--- src/sv/mcd_pkg.sv ---
// Shared types, constants and the code table for the Morse code decoder.
// No dependencies; used by mcd_result_fifo and morse_code_decoder.
`default_nettype none

package mcd_pkg;

    // Character codes
    localparam logic [7:0] CH_DOT   = 8'h2E;
    localparam logic [7:0] CH_SLASH = 8'h2F;
    localparam logic [7:0] CH_SPACE = 8'h20;
    localparam logic [7:0] CH_QUERY = 8'h3F;
    localparam logic [7:0] CH_NL    = 8'h0A;

    // Longest code in the table
    localparam int LONGEST_CODE = 5;

    // Default depth of the symbol buffer
    localparam int MAX_SYMBOLS_DEF = 8;

    // Result queue geometry: room for two results per accepted item
    localparam int RES_DEPTH  = 4;
    localparam int RES_PTR_W  = $clog2(RES_DEPTH);
    localparam int RES_CNT_W  = $clog2(RES_DEPTH + 1);

    // One result item
    typedef struct packed {
        logic       line_done;
        logic [7:0] character;
    } result_t;

    // Code table lookup. Bit k of pattern is 1 when symbol k is a dash.
    function automatic logic [7:0] lookup_code(input logic [7:0] pattern,
                                               input logic [3:0] count);
        logic [5:0] mask6;
        logic [4:0] pat;
        logic [7:0] ch;
        mask6 = (6'd1 << count[2:0]) - 6'd1;
        pat   = pattern[4:0] & mask6[4:0];
        ch    = CH_QUERY;
        if (count != 4'd0 && count <= 4'(LONGEST_CODE)) begin
            case ({count[2:0], pat})
                {3'd1, 5'd0}:  ch = "E";
                {3'd1, 5'd1}:  ch = "T";
                {3'd2, 5'd0}:  ch = "I";
                {3'd2, 5'd2}:  ch = "A";
                {3'd2, 5'd1}:  ch = "N";
                {3'd2, 5'd3}:  ch = "M";
                {3'd3, 5'd0}:  ch = "S";
                {3'd3, 5'd4}:  ch = "U";
                {3'd3, 5'd2}:  ch = "R";
                {3'd3, 5'd6}:  ch = "W";
                {3'd3, 5'd1}:  ch = "D";
                {3'd3, 5'd5}:  ch = "K";
                {3'd3, 5'd3}:  ch = "G";
                {3'd3, 5'd7}:  ch = "O";
                {3'd4, 5'd0}:  ch = "H";
                {3'd4, 5'd8}:  ch = "V";
                {3'd4, 5'd4}:  ch = "F";
                {3'd4, 5'd2}:  ch = "L";
                {3'd4, 5'd6}:  ch = "P";
                {3'd4, 5'd14}: ch = "J";
                {3'd4, 5'd1}:  ch = "B";
                {3'd4, 5'd9}:  ch = "X";
                {3'd4, 5'd5}:  ch = "C";
                {3'd4, 5'd13}: ch = "Y";
                {3'd4, 5'd3}:  ch = "Z";
                {3'd4, 5'd11}: ch = "Q";
                {3'd5, 5'd0}:  ch = "5";
                {3'd5, 5'd16}: ch = "4";
                {3'd5, 5'd24}: ch = "3";
                {3'd5, 5'd28}: ch = "2";
                {3'd5, 5'd30}: ch = "1";
                {3'd5, 5'd31}: ch = "0";
                {3'd5, 5'd1}:  ch = "6";
                {3'd5, 5'd3}:  ch = "7";
                {3'd5, 5'd7}:  ch = "8";
                {3'd5, 5'd15}: ch = "9";
                default:       ch = CH_QUERY;
            endcase
        end
        return ch;
    endfunction

endpackage

`default_nettype wire

--- src/sv/mcd_result_fifo.sv ---
// Small register queue of result items; takes up to two pushes per cycle.
// Depends on mcd_pkg for result_t and the queue geometry.
`default_nettype none

module mcd_result_fifo (
    input  wire logic              aclk,
    input  wire logic              aresetn,
    input  wire logic [1:0]        push_num,
    input  wire mcd_pkg::result_t  push_data0,
    input  wire mcd_pkg::result_t  push_data1,
    output logic                   room_for_two,
    input  wire logic              pop,
    output logic                   out_valid,
    output mcd_pkg::result_t       out_data
);

    mcd_pkg::result_t                  mem_reg [mcd_pkg::RES_DEPTH];
    logic [mcd_pkg::RES_PTR_W-1:0]     wr_ptr_reg, wr_ptr_next;
    logic [mcd_pkg::RES_PTR_W-1:0]     rd_ptr_reg, rd_ptr_next;
    logic [mcd_pkg::RES_CNT_W-1:0]     cnt_reg, cnt_next;
    logic [mcd_pkg::RES_PTR_W-1:0]     wr_ptr_plus1;
    logic                              do_pop;

    assign wr_ptr_plus1 = wr_ptr_reg + 1'b1;
    assign out_valid    = (cnt_reg != '0);
    assign out_data     = mem_reg[rd_ptr_reg];
    assign do_pop       = pop && out_valid;
    assign room_for_two = (cnt_reg <= mcd_pkg::RES_CNT_W'(mcd_pkg::RES_DEPTH - 2));

    // Pointer and fill bookkeeping
    always_comb begin
        wr_ptr_next = wr_ptr_reg + mcd_pkg::RES_PTR_W'(push_num);
        rd_ptr_next = rd_ptr_reg + mcd_pkg::RES_PTR_W'(do_pop);
        cnt_next    = cnt_reg + mcd_pkg::RES_CNT_W'(push_num)
                      - mcd_pkg::RES_CNT_W'(do_pop);
    end

    always_ff @(posedge aclk) begin
        if (!aresetn) begin
            wr_ptr_reg <= '0;
            rd_ptr_reg <= '0;
            cnt_reg    <= '0;
        end else begin
            wr_ptr_reg <= wr_ptr_next;
            rd_ptr_reg <= rd_ptr_next;
            cnt_reg    <= cnt_next;
        end
    end

    // Storage: first push at the write pointer, second right after it
    always_ff @(posedge aclk) begin
        if (push_num != 2'd0) begin
            mem_reg[wr_ptr_reg] <= push_data0;
        end
        if (push_num == 2'd2) begin
            mem_reg[wr_ptr_plus1] <= push_data1;
        end
    end

endmodule

`default_nettype wire

--- src/sv/morse_code_decoder.sv ---
// Top level of the Morse code decoder: symbol buffer, table lookup, result queue.
// Depends on mcd_pkg and mcd_result_fifo.
`default_nettype none

// Decodes a stream of Morse text bytes into characters. Each input item is a
// byte on s_axis_tdata ('.' dot, ' ' end of code, '/' word gap, anything else a
// dash) or an end-of-line mark on s_axis_tlast. Every item is handled in the
// cycle it is accepted, so one item per clock is taken; an item yields zero,
// one or two results (end of line with a pending code gives the letter and then
// a newline with m_axis_tlast high). Results go through a four-entry queue and
// s_axis_tready drops while fewer than two free entries remain, so output
// stalls and two-result items are what lower the input rate. Codes longer than
// five symbols or with no table entry decode to '?'.

module morse_code_decoder #(
    parameter int MAX_SYMBOLS = mcd_pkg::MAX_SYMBOLS_DEF
) (
    input  wire logic       aclk,
    input  wire logic       aresetn,
    // Input stream
    input  wire logic       s_axis_tvalid,
    output logic            s_axis_tready,
    input  wire logic [7:0] s_axis_tdata,   // [7:0] symbol
    input  wire logic       s_axis_tlast,   // end_of_line
    // Result stream
    output logic            m_axis_tvalid,
    input  wire logic       m_axis_tready,
    output logic [7:0]      m_axis_tdata,   // [7:0] character
    output logic            m_axis_tlast    // line_done
);

    // Saturation point of the symbol count
    localparam logic [3:0] SYM_LIMIT = 4'((MAX_SYMBOLS < 15) ? MAX_SYMBOLS : 15);

    logic [7:0]        pat_reg, pat_next;
    logic [3:0]        cnt_reg, cnt_next;
    logic              accept;
    logic [7:0]        looked_up;
    logic [1:0]        push_num;
    mcd_pkg::result_t  push_data0, push_data1;
    logic              room_for_two;
    mcd_pkg::result_t  out_data;

    assign s_axis_tready = room_for_two;
    assign accept        = s_axis_tvalid && s_axis_tready;
    assign looked_up     = mcd_pkg::lookup_code(pat_reg, cnt_reg);

    // Buffer update and result generation for the item being accepted
    always_comb begin
        pat_next   = pat_reg;
        cnt_next   = cnt_reg;
        push_num   = 2'd0;
        push_data0 = '{line_done: 1'b0, character: looked_up};
        push_data1 = '{line_done: 1'b1, character: mcd_pkg::CH_NL};
        if (accept) begin
            if (s_axis_tlast) begin
                // End of line: flush pending code, then newline
                if (cnt_reg != 4'd0) begin
                    push_num = 2'd2;
                end else begin
                    push_num   = 2'd1;
                    push_data0 = '{line_done: 1'b1, character: mcd_pkg::CH_NL};
                end
                pat_next = '0;
                cnt_next = '0;
            end else if (s_axis_tdata == mcd_pkg::CH_SPACE) begin
                if (cnt_reg != 4'd0) begin
                    push_num = 2'd1;
                    pat_next = '0;
                    cnt_next = '0;
                end
            end else if (s_axis_tdata == mcd_pkg::CH_SLASH) begin
                // Word gap keeps the pending code
                push_num   = 2'd1;
                push_data0 = '{line_done: 1'b0, character: mcd_pkg::CH_SPACE};
            end else if (cnt_reg < SYM_LIMIT) begin
                if (cnt_reg < 4'd8 && s_axis_tdata != mcd_pkg::CH_DOT) begin
                    pat_next = pat_reg | (8'd1 << cnt_reg[2:0]);
                end
                cnt_next = cnt_reg + 4'd1;
            end
        end
    end

    always_ff @(posedge aclk) begin
        if (!aresetn) begin
            pat_reg <= '0;
            cnt_reg <= '0;
        end else begin
            pat_reg <= pat_next;
            cnt_reg <= cnt_next;
        end
    end

    // Result queue
    mcd_result_fifo u_result_fifo (
        .aclk         (aclk),
        .aresetn      (aresetn),
        .push_num     (push_num),
        .push_data0   (push_data0),
        .push_data1   (push_data1),
        .room_for_two (room_for_two),
        .pop          (m_axis_tready),
        .out_valid    (m_axis_tvalid),
        .out_data     (out_data)
    );

    assign m_axis_tdata = out_data.character;
    assign m_axis_tlast = out_data.line_done;

endmodule

`default_nettype wire
--- config.mk ---
export PLATFORM = sky130hd
export DESIGN_NAME = morse_code_decoder
export DESIGN_NICKNAME = d
export VERILOG_FILES = /design/src/sv/mcd_pkg.sv /design/src/sv/mcd_result_fifo.sv /design/src/sv/morse_code_decoder.sv
export SDC_FILE = /design/constraint.sdc
export NUM_CORES = 1
export LEC_CHECK = 0
export BUFFER_PORTS_ARGS = -buffer_cell sky130_fd_sc_hd__buf_4
export CAP_MARGIN = 20
export CORE_MARGIN = 1.5
export CORE_UTILIZATION = 45
export CTS_CLUSTER_DIAMETER = 60
export DETAILED_ROUTE_END_ITERATION = 6
export SYNTH_ARGS = -nofsm -noshare
export SYNTH_HDL_FRONTEND = slang
export SYNTH_HIERARCHICAL = 1
export SYNTH_SLANG_ARGS = --single-unit
export TNS_END_PERCENT = 50
--- constraint.sdc ---
create_clock -name aclk -period 5 [get_ports aclk]
set_clock_uncertainty 0.05 [all_clocks]
set_input_delay 0.25 -clock aclk [delete_from_list [all_inputs] [get_ports aclk]]
set_output_delay 0.25 -clock aclk [all_outputs]
set_load 0.02 [all_outputs]
==> impl_results.md, run 1 <==
- Die Y: 93.0 µm
- Slew headroom: 40.8%
- Chip Width: 93.0 µm
- List of most frequent post-synthesis cells: mux2_2, edfxtp_1, nor2_1
- Final Util: 53.3%
- Num rows: 32
- Fmax: 228 MHz
- Synth top area share: 29.7%
- Slew Limit Fails: 0
- CP Class: flip-flop to flip-flop
- MaxCap Viol Count: 0
- Die Area: 8650 µm²
- IO Port Bufs: 23
- Crit path required time: 5.02 ns
- First-pass GRT wire length: 14300 µm
- Reg power frac: 41.8%
- Fillers: 701
- Final HPWL DP: 6260 µm
- Pwr Total: 1.42 mW
- Core box area: 7770 µm²
- Clk_lat worst skew: 0.31 ns
- Area delta synth->final: 13.7%
- H-tree depth: 2
- Final instance area: 4140 µm²
- Drc violations: 0
- Cell Pwr Density: 342 nW/µm²
- Count leader, synth: mux2_2
- Synth Warn #: 6
- Pre-antenna DRT Iters: 4
- Top_reg_cell synth: edfxtp_1
- Root Buffer: clkbuf_8
- Drt via density: 5.65
- Vias in the first global route: 2921
- Sequential area share after synthesis: 38.4%
- Wirelength per Cell: 17.1 µm
- Placed inst area: 4050 µm²
- Setup violators final: 0
- Final period utilization: 87.7%
- Number of flops mapped to enable cells by yosys: 36
- DRT antenna net count: 0
- Lkg Pwr: 1.49 nW
- Post-Syn Instances: 328
- Fin. Hold Viols: 0
- GRT Total Usage: 21.2%
- Hold Buf Count CTS: 0
- Main combinational cell family by area after synthesis: simple AND/OR/NAND/NOR gates
- # diodes: 0
- Switching pwr: 0.504 mW
- Post-synthesis compound-gate area fraction: 11.6%
- Hold crit path type: primary input to flip-flop
- Num CTS Buffers: 5
- Int Pwr: 0.911 mW
- Largest net degree at the start of global routing: 19
- Nets: 412
- Boundary Pins: 24
- Setup Fix Bufs, Post-CTS: 0
- Placer congestion estimate: 1.03
- CTS tree: yes
- Initial Util: 46.9%
- Num Clock Sinks: 52
- DR iter-0 viols: 125
- Nature of the critical path startpoint: flip-flop
- WP data arrival: 4.41 ns
- Routed vias: 2774
- Worst VDD drop: 0.000116 V
- Clock network power share: 18.4%
- Slew @ Worst Pin: 0.881 ns
- Synth Cell Area: 3640 µm²
- CTS max path bufs: 2
- Synth Area in Simple Gates: 20.4%
- Global route overflow: 0
- Post-CTS Resized: 0
- #FFs+latches synth: 52
- Layout cells sized above 1: 29.3%
- Post-synth ARST share: 0%
- Avg Inst Size Synth: 11.1 µm²
- RSZ-0062 raised after global routing: false
- Synth area leader: edfxtp_1
- Post-route setup TNS: 0 ns
- Largest register FFs: 36
- Mux share of post-synthesis cell area: 19.4%
- Switch share: 35.6%
- Adder-cell share of the synthesized area: 3.98%
- Final hold slack: 0.197 ns
- Drt total wl: 8420 µm
- Clock slew at reported path FFs: 0.10 ns
- Area contributors post-synth: edfxtp_1, mux2_2, dfxtp_1, mux4_2, ha_1
- CP Capture Type: flip-flop
- Combinational power share: 39.8%
- XOR/XNOR share of the synthesized area: 2.40%
- Initial antenna violation count: 0
- Outcome: completed
- Post-synth cell types: 84
- CP Max Fanout: 14
- Fin crit period: 4.39 ns
==> metrics by stage <==
| stage | setup slack (ns) | std cells |
|---|---|---|
| floorplan | 1.41 | 366 |
| global placement | 0.784 | 483 |
| detailed placement | 0.652 | 483 |
| CTS | 0.614 | 491 |
| global route | 0.308 | 491 |
| finish | 0.614 | 491 |
==> worst max-delay path, stage by stage, from the launching register on <==
cell      delay [ns]
dfxtp_1         0.48
inv_1           0.24
ha_1            0.33
nor2b_4         0.26
inv_2           0.08
ha_1            0.24
nor2b_2         0.21
a31oi_1         0.45
nand3_1         0.27
o221ai_1        0.26
a22oi_1         0.18
a311oi_1        0.61
nor2_1          0.18
mux2_2          0.30
==> power by group through the flow <==
stage	clock network, mW	registers (mW)	logic, mW
2_1_floorplan	0	0.557	0.453
3_3_place_gp	0	0.602	0.555
3_5_place_dp	0	0.604	0.563
4_1_cts	0.269	0.594	0.566
5_1_grt	0.283	0.603	0.623
6_report	0.260	0.592	0.563
==> logic make-up after synthesis <==
kind of cell,count (synthesis)
multiplexers,53
AND/OR/NAND/NOR,121
AO/OA/AOI/OAI,60
other,2
XOR/XNOR,6
buffers and inverters,23
adder cells (fa/ha/maj),11
flip-flops,52
==> routing by layer <==
| metal | part of all wire, % | GRT usage (%) | routed length [µm] |
|---|---|---|---|
| met4 | 1.9 | 8.33 | 157 |
| met1 | 42 | 25.4 | 3560 |
| met3 | 4.1 | 3.25 | 346 |
| met5 | 0 | 0 | 0 |
| met2 | 52 | 38.0 | 4360 |
==> final timing paths <==
check | start | endpoint | cells past startpoint | slack, ns
setup / recovery | cnt_reg[0] | u_result_fifo/mem_reg[3][5] | 13 | 0.61
hold reg to reg | pat_reg[2] | pat_reg[2] | 2 | 0.46
setup reg to reg | cnt_reg[0] | u_result_fifo/mem_reg[3][5] | 13 | 0.61
hold / removal | aresetn | u_result_fifo/cnt_reg[2] | 2 | 0.20
==> placed cells by master, fill, tap and decap left out, drive strengths merged, types with 4 or more instances in the layout <==
cell    count
nand2      14
dfxtp      16
o31ai       4
nor2b       7
mux2i       6
conb       40
edfxtp     36
o21ai       9
and3        4
nor2       31
mux4        9
a31oi       7
mux2       38
xnor2       4
nand3       9
o211ai      5
buf        30
ha         10
nor3       12
inv        10
nor4        6
a21oi      13
and2        6
clkbuf      5
nand2b      7
nor3b       4
==> layout make-up <==
cell class | count | area (µm²) | share of cell area (%)
inverters | 8 | 32.5 | 0.785
well taps | 102 | 128 | 3.08
multi-input cells | 291 | 2260 | 54.6
repair buffers | 30 | 225 | 5.44
flip-flops and latches | 52 | 1400 | 33.8
clock inverters | 3 | 25.0 | 0.604
clock buffers | 5 | 68.8 | 1.66
No activity file was read; power rests on OpenSTA's default activity.
==> inputs of run 2 (changes only) <==
--- a/config.mk
+++ b/config.mk
@@ -13,6 +13,4 @@
 export DETAILED_ROUTE_END_ITERATION = 6
 export SYNTH_ARGS = -nofsm -noshare
 export SYNTH_HDL_FRONTEND = slang
-export SYNTH_HIERARCHICAL = 1
 export SYNTH_SLANG_ARGS = --single-unit
-export TNS_END_PERCENT = 50
==> run 2 against run 1 <==
  * Critical path type unchanged
  * Die area down 8.9%
  * Area after synthesis down 9.2%
  * Largest cell class unchanged
  * Non-clock buffer count is 5 lower
==> impl_results.md, run 2 <==
- Crit path required time: 5.14 ns
- First-pass GRT wire length: 13400 µm
- Largest register FFs: 32
- Drt total wl: 8170 µm
- Worst VDD drop: 0.000226 V
- Nature of the critical path startpoint: flip-flop
- Worst path bufs/invs: 1
- Post-synth cell types: 69
- Layout cells sized above 1: 16.0%
- Die Y: 88.8 µm
- # diodes: 0
- Clock slew at reported path FFs: 0.09 ns
- CTS tree: yes
- Nets: 424
- List of most frequent post-synthesis cells: dfxtp_1, nand2_1, nor2_1
- Synth Warn #: 0
- Sequential area share after synthesis: 29.0%
- Clk_lat worst skew: 0.30 ns
- Slowest stage delay, CP: 0.60 ns
- Clock network power share: 20.4%
- CP Class: flip-flop to flip-flop
- Cell Pwr Density: 405 nW/µm²
- Synth area leader: dfxtp_1
- Setup violators final: 0
- Setup WS pre-CTS: 0.646 ns
- Lkg Pwr: 1.42 nW
- Outcome: completed
- Initial Util: 46.1%
- Placer congestion estimate: 0.968
- Pre-antenna DRT Iters: 5
- Num Clock Sinks: 48
- Slew headroom: 48.6%
- Avg Inst Size Synth: 8.46 µm²
- Combinational power share: 38.8%
- Vias in the first global route: 2617
- Synth top area share: 29.0%
- Initial antenna violation count: 0
- Worst path top cell family by delay: compound AO/OA/AOI/OAI gates
- Drc violations: 0
- Setup Fix Bufs, Post-CTS: 0
- Wirelength per Cell: 16.4 µm
- Post-CTS Resized: 0
- MaxCap Viol Count: 0
- CP Capture Type: flip-flop
- DR iter-0 viols: 206
- Largest net degree at the start of global routing: 19
- Area delta synth->final: 9.41%
- Drt via density: 5.93
- Fmax: 226 MHz
- Post-synth ARST share: 0%
- Switch share: 34.1%
- Syn Nets: 417
- Count leader, synth: dfxtp_1
- H-tree depth: 2
- Hold Buf Count CTS: 0
- Global route overflow: 0
- #FFs+latches synth: 48
- Num rows: 31
- CP cell instances: inv_1, ha_1, nand2b_1, ha_1, nand2b_1, a21oi_1, nand4_1, o22ai_1, nor4_2, a21oi_1, o211ai_1, a32o_1
- Fin crit period: 4.43 ns
- CTS max path bufs: 2
- Final period utilization: 88.7%
- Number of flops mapped to enable cells by yosys: 0
- Final worst slack: 0.566 ns
- Root Buffer: clkbuf_8
- Most frequent cells in the layout: dfxtp_1, nor2_1, nand2_1, buf_4, a21oi_1
- Boundary Pins: 24
- Commonest non-fill, non-tap cell in the layout: dfxtp_1
- Slew @ Worst Pin: 0.761 ns
- Area contributors post-synth: dfxtp_1, mux4_2, ha_1, nand2_1, nor2_1
- Chip Width: 88.8 µm
- IO Port Bufs: 22
- GRT Total Usage: 22.1%
- WP data arrival: 4.58 ns
- Slew Limit Fails: 0
- Num CTS Buffers: 5
- Int Pwr: 0.967 mW
- RSZ-0062 raised after global routing: false
- Routed vias: 2954
- Switching pwr: 0.500 mW
- Pwr Total: 1.47 mW
- Fillers: 706
- Reg power frac: 40.8%
- Post-route setup TNS: 0 ns
- Final HPWL DP: 6110 µm
- Post-route insts no fill: 498
- DRT antenna net count: 0
- Post-Syn Instances: 391
- Core box area: 7180 µm²
- CP Max Fanout: 12
- Final Util: 50.5%
- Hold crit path type: primary input to flip-flop
- Synth Cell Area: 3310 µm²
- Die Area: 7880 µm²
- Fin. Hold Viols: 0
- Placed Cells: 490
- Top_reg_cell synth: dfxtp_1
- Crit-path slowest cell: dfxtp_1
## run 2: stage by stage
step | hold WS [ns] | instance area, µm²
after floorplan | 0.384 | 3310
after global placement | 0.397 | 3500
after detailed placement | 0.404 | 3500
after CTS | 0.184 | 3620
after global routing | 0.185 | 3620
final | 0.189 | 3620
## run 2: worst reg2reg max path, stage by stage (launching register included)
cell	delay [ns]
dfxtp_1	0.60
inv_1	0.23
ha_1	0.36
nand2b_1	0.32
ha_1	0.43
nand2b_1	0.22
a21oi_1	0.34
nand4_1	0.33
o22ai_1	0.31
nor4_2	0.09
a21oi_1	0.49
o211ai_1	0.28
a32o_1	0.28
## run 2: area by class of cell
class | count | area [µm²] | share of cell area, %
inverters | 20 | 75.1 | 2.07
well taps | 99 | 124 | 3.42
repair buffers | 25 | 188 | 5.18
multi-input cells | 298 | 2150 | 59.4
clock inverters | 2 | 38.8 | 1.07
flip-flops and latches | 48 | 961 | 26.5
clock buffers | 6 | 82.6 | 2.28
## run 2: logic make-up after synthesis
kind of cell,count (synthesis),share of synthesized area (%)
other,1,0.113
adder cells (fa/ha/maj),13,5.14
AND/OR/NAND/NOR,162,27.7
AO/OA/AOI/OAI,100,22.1
XOR/XNOR,7,1.85
flip-flops,48,29.0
multiplexers,15,8.13
buffers and inverters,45,5.94
## run 2: metal layers
layer	up-vias	routed length (µm)	track usage [%]
met5	-	0	0
met4	0	59	3.98
met3	4	322	3.82
met2	77	3680	32.9
met1	1410	4100	33.6
li1	1463	-	-
## run 2: path summary, 6_finish.rpt
check             cells after the start                           to                   startpoint  slack (ns)
hold / removal                        2  u_result_fifo.rd_ptr_reg[0]                      aresetn        0.19
setup reg to reg                     12  u_result_fifo.mem_reg[3][4]                   cnt_reg[0]        0.57
setup / recovery                     12  u_result_fifo.mem_reg[3][4]                   cnt_reg[0]        0.57
hold reg to reg                       2  u_result_fifo.mem_reg[1][5]  u_result_fifo.mem_reg[1][5]        0.42
## run 2: power by group through the flow
stage,combinational (mW),sequential [mW],clock (mW)
6_report,0.568,0.599,0.300
3_3_place_gp,0.563,0.607,0
4_1_cts,0.572,0.600,0.311
2_1_floorplan,0.459,0.559,0
3_5_place_dp,0.570,0.609,0
5_1_grt,0.629,0.616,0.323
==> inputs of run 3 (changes only) <==
--- a/config.mk
+++ b/config.mk
@@ -5,7 +5,7 @@
 export SDC_FILE = /design/constraint.sdc
 export NUM_CORES = 1
 export LEC_CHECK = 0
-export BUFFER_PORTS_ARGS = -buffer_cell sky130_fd_sc_hd__buf_4
+export BUFFER_PORTS_ARGS = -buffer_cell sky130_fd_sc_hd__buf_2
 export CAP_MARGIN = 20
 export CORE_MARGIN = 1.5
 export CORE_UTILIZATION = 45
==> run 3 against run 2 <==
  * Flip-flop and latch count did not move
  * Cell area fell by 1.1%
  * Total power fell by 0.39%
  * Sequential power barely moved
  * Via count fell by 0.64%
  * Combinational power fell by 6.0%
  * Register-to-register slack improved by 0.16 ns
  * Clock power rose by 9.3%
  * Critical path type unchanged
==> impl_results.md, run 3 (synthesis gave the netlist of run 2 again) <==
- Die Y: 88.8 µm
- WP data arrival: 4.42 ns
- Hold Buf Count CTS: 0
- Drc violations: 0
- Min-delay src: aresetn
- Vias in the first global route: 2569
- Fillers: 691
- Hold crit path type: primary input to flip-flop
- CP Max Fanout: 12
- First-pass GRT wire length: 13100 µm
- Num rows: 31
- DR iter-0 viols: 217
- Setup Fix Bufs, Post-CTS: 0
- Worst Reg2Reg Path Length in Cells: 12
- Hold Path End: u_result_fifo.cnt_reg[1]
- GRT Total Usage: 21.9%
- Num CTS Buffers: 5
- Die Area: 7880 µm²
- MaxCap Viol Count: 0
- Final HPWL DP: 6200 µm
- Drt total wl: 8220 µm
- Lkg Pwr: 1.41 nW
- Final period utilization: 85.4%
- Chip Width: 88.8 µm
- Initial Util: 46.1%
- Pre-antenna DRT Iters: 4
- Area delta synth->final: 8.20%
- DRT antenna net count: 0
- RSZ-0062 raised after global routing: false
- Post-route setup TNS: 0 ns
- Clock network power share: 22.4%
- FF-to-FF End: u_result_fifo.mem_reg[3][4]
- Cell Pwr Density: 408 nW/µm²
- Clock slew at reported path FFs: 0.09 ns
- Layout cells sized above 1: 16.0%
- FF-to-FF Start: cnt_reg[0]
- Placer congestion estimate: 0.895
- Nets: 425
- Wirelength per Cell: 16.5 µm
- Global route overflow: 0
- Final worst slack: 0.730 ns
- Clk_lat worst skew: 0.30 ns
- Fin. Hold Viols: 0
- Core box area: 7180 µm²
- # diodes: 0
- Final Util: 49.9%
- Largest net degree at the start of global routing: 17
- IO Port Bufs: 22
- Int Pwr: 0.969 mW
- H-tree depth: 2
- Slew @ Worst Pin: 0.738 ns
- Combinational power share: 36.6%
- Outcome: completed
- Switch share: 33.7%
- Reg power frac: 41.0%
- CP Capture Type: flip-flop
- Nature of the critical path startpoint: flip-flop
- Worst VDD drop: 0.000186 V
- Pwr Total: 1.46 mW
- Boundary Pins: 24
- CTS max path bufs: 2
- Slew headroom: 50.4%
- CTS tree: yes
- Drt via density: 5.89
- Largest register FFs: 32
- Depth of the worst hold-timing path: 2
- Fmax: 234 MHz
- Root Buffer: clkbuf_8
- Slew Limit Fails: 0
- Initial antenna violation count: 0
- Commonest non-fill, non-tap cell in the layout: dfxtp_1
- Post-CTS Resized: 0
- Setup violators final: 0
- Most frequent cells in the layout: dfxtp_1, nor2_1, nand2_1, a21oi_1, buf_2
- Fin crit period: 4.27 ns
- Routed vias: 2935
- Crit path required time: 5.15 ns
- Switching pwr: 0.492 mW
- Num Clock Sinks: 48
- Worst reg2reg setup slack: 0.73 ns
- Setup WS pre-CTS: 0.787 ns
- CP Class: flip-flop to flip-flop
## run 3: cell type report
| type | instances | area (µm²) | share of cell area [%] |
|---|---|---|---|
| clock buffer | 5 | 68.8 | 1.92 |
| clock inverter | 2 | 60.1 | 1.68 |
| inverter | 20 | 75.1 | 2.10 |
| multi-input combinational | 298 | 2150 | 60.1 |
| sequential | 48 | 961 | 26.8 |
| tap | 99 | 124 | 3.46 |
| timing repair buffer | 26 | 140 | 3.91 |
## run 3: critical path, stage by stage (launching register included)
cell	delay (ns)
dfxtp_1	0.59
inv_1	0.23
ha_1	0.34
nand2b_1	0.29
ha_1	0.41
nand2b_1	0.20
a21oi_1	0.32
nand4_1	0.31
o22ai_1	0.31
nor4_2	0.09
a21oi_1	0.48
o211ai_1	0.27
a32o_1	0.28
## run 3: worst max path at each step
stage,cells past startpoint,to,from,slack (ns)
floorplan,15,u_result_fifo.mem_reg[0][0],cnt_reg[0],1.51
global placement,12,u_result_fifo.mem_reg[1][4],cnt_reg[0],0.96
detailed placement,12,u_result_fifo.mem_reg[1][4],cnt_reg[0],0.79
CTS,12,u_result_fifo.mem_reg[0][4],cnt_reg[0],0.76
global route,12,u_result_fifo.mem_reg[3][4],cnt_reg[0],0.26
finish,12,u_result_fifo.mem_reg[3][4],cnt_reg[0],0.73
## run 3: per-stage QoR
step                      hold WS, ns  cell area (µm²)  std cells
after floorplan                 0.384             3310        391
after global placement          0.394             3450        491
after detailed placement        0.405             3450        491
after CTS                       0.239             3580        498
after global routing            0.242             3580        498
final                           0.240             3580        498
## run 3: metal layers
metal	global-route usage [%]	wire length (µm)	vias to the layer above	part of all wire [%]
met5	0	0	-	0
met4	5.54	112	0	1.4
met3	3.08	398	10	4.8
met2	33.7	3650	77	44
met1	32.1	4060	1397	49
li1	-	-	1451	-
## run 3: power by group through the flow
stage                     Clock [mW]  Sequential [mW]  Combinational (mW)
after CTS                      0.333            0.600               0.539
after floorplan                    0            0.559               0.459
after global routing           0.349            0.620               0.592
after detailed placement           0            0.609               0.537
after global placement             0            0.606               0.530
final                          0.328            0.599               0.534
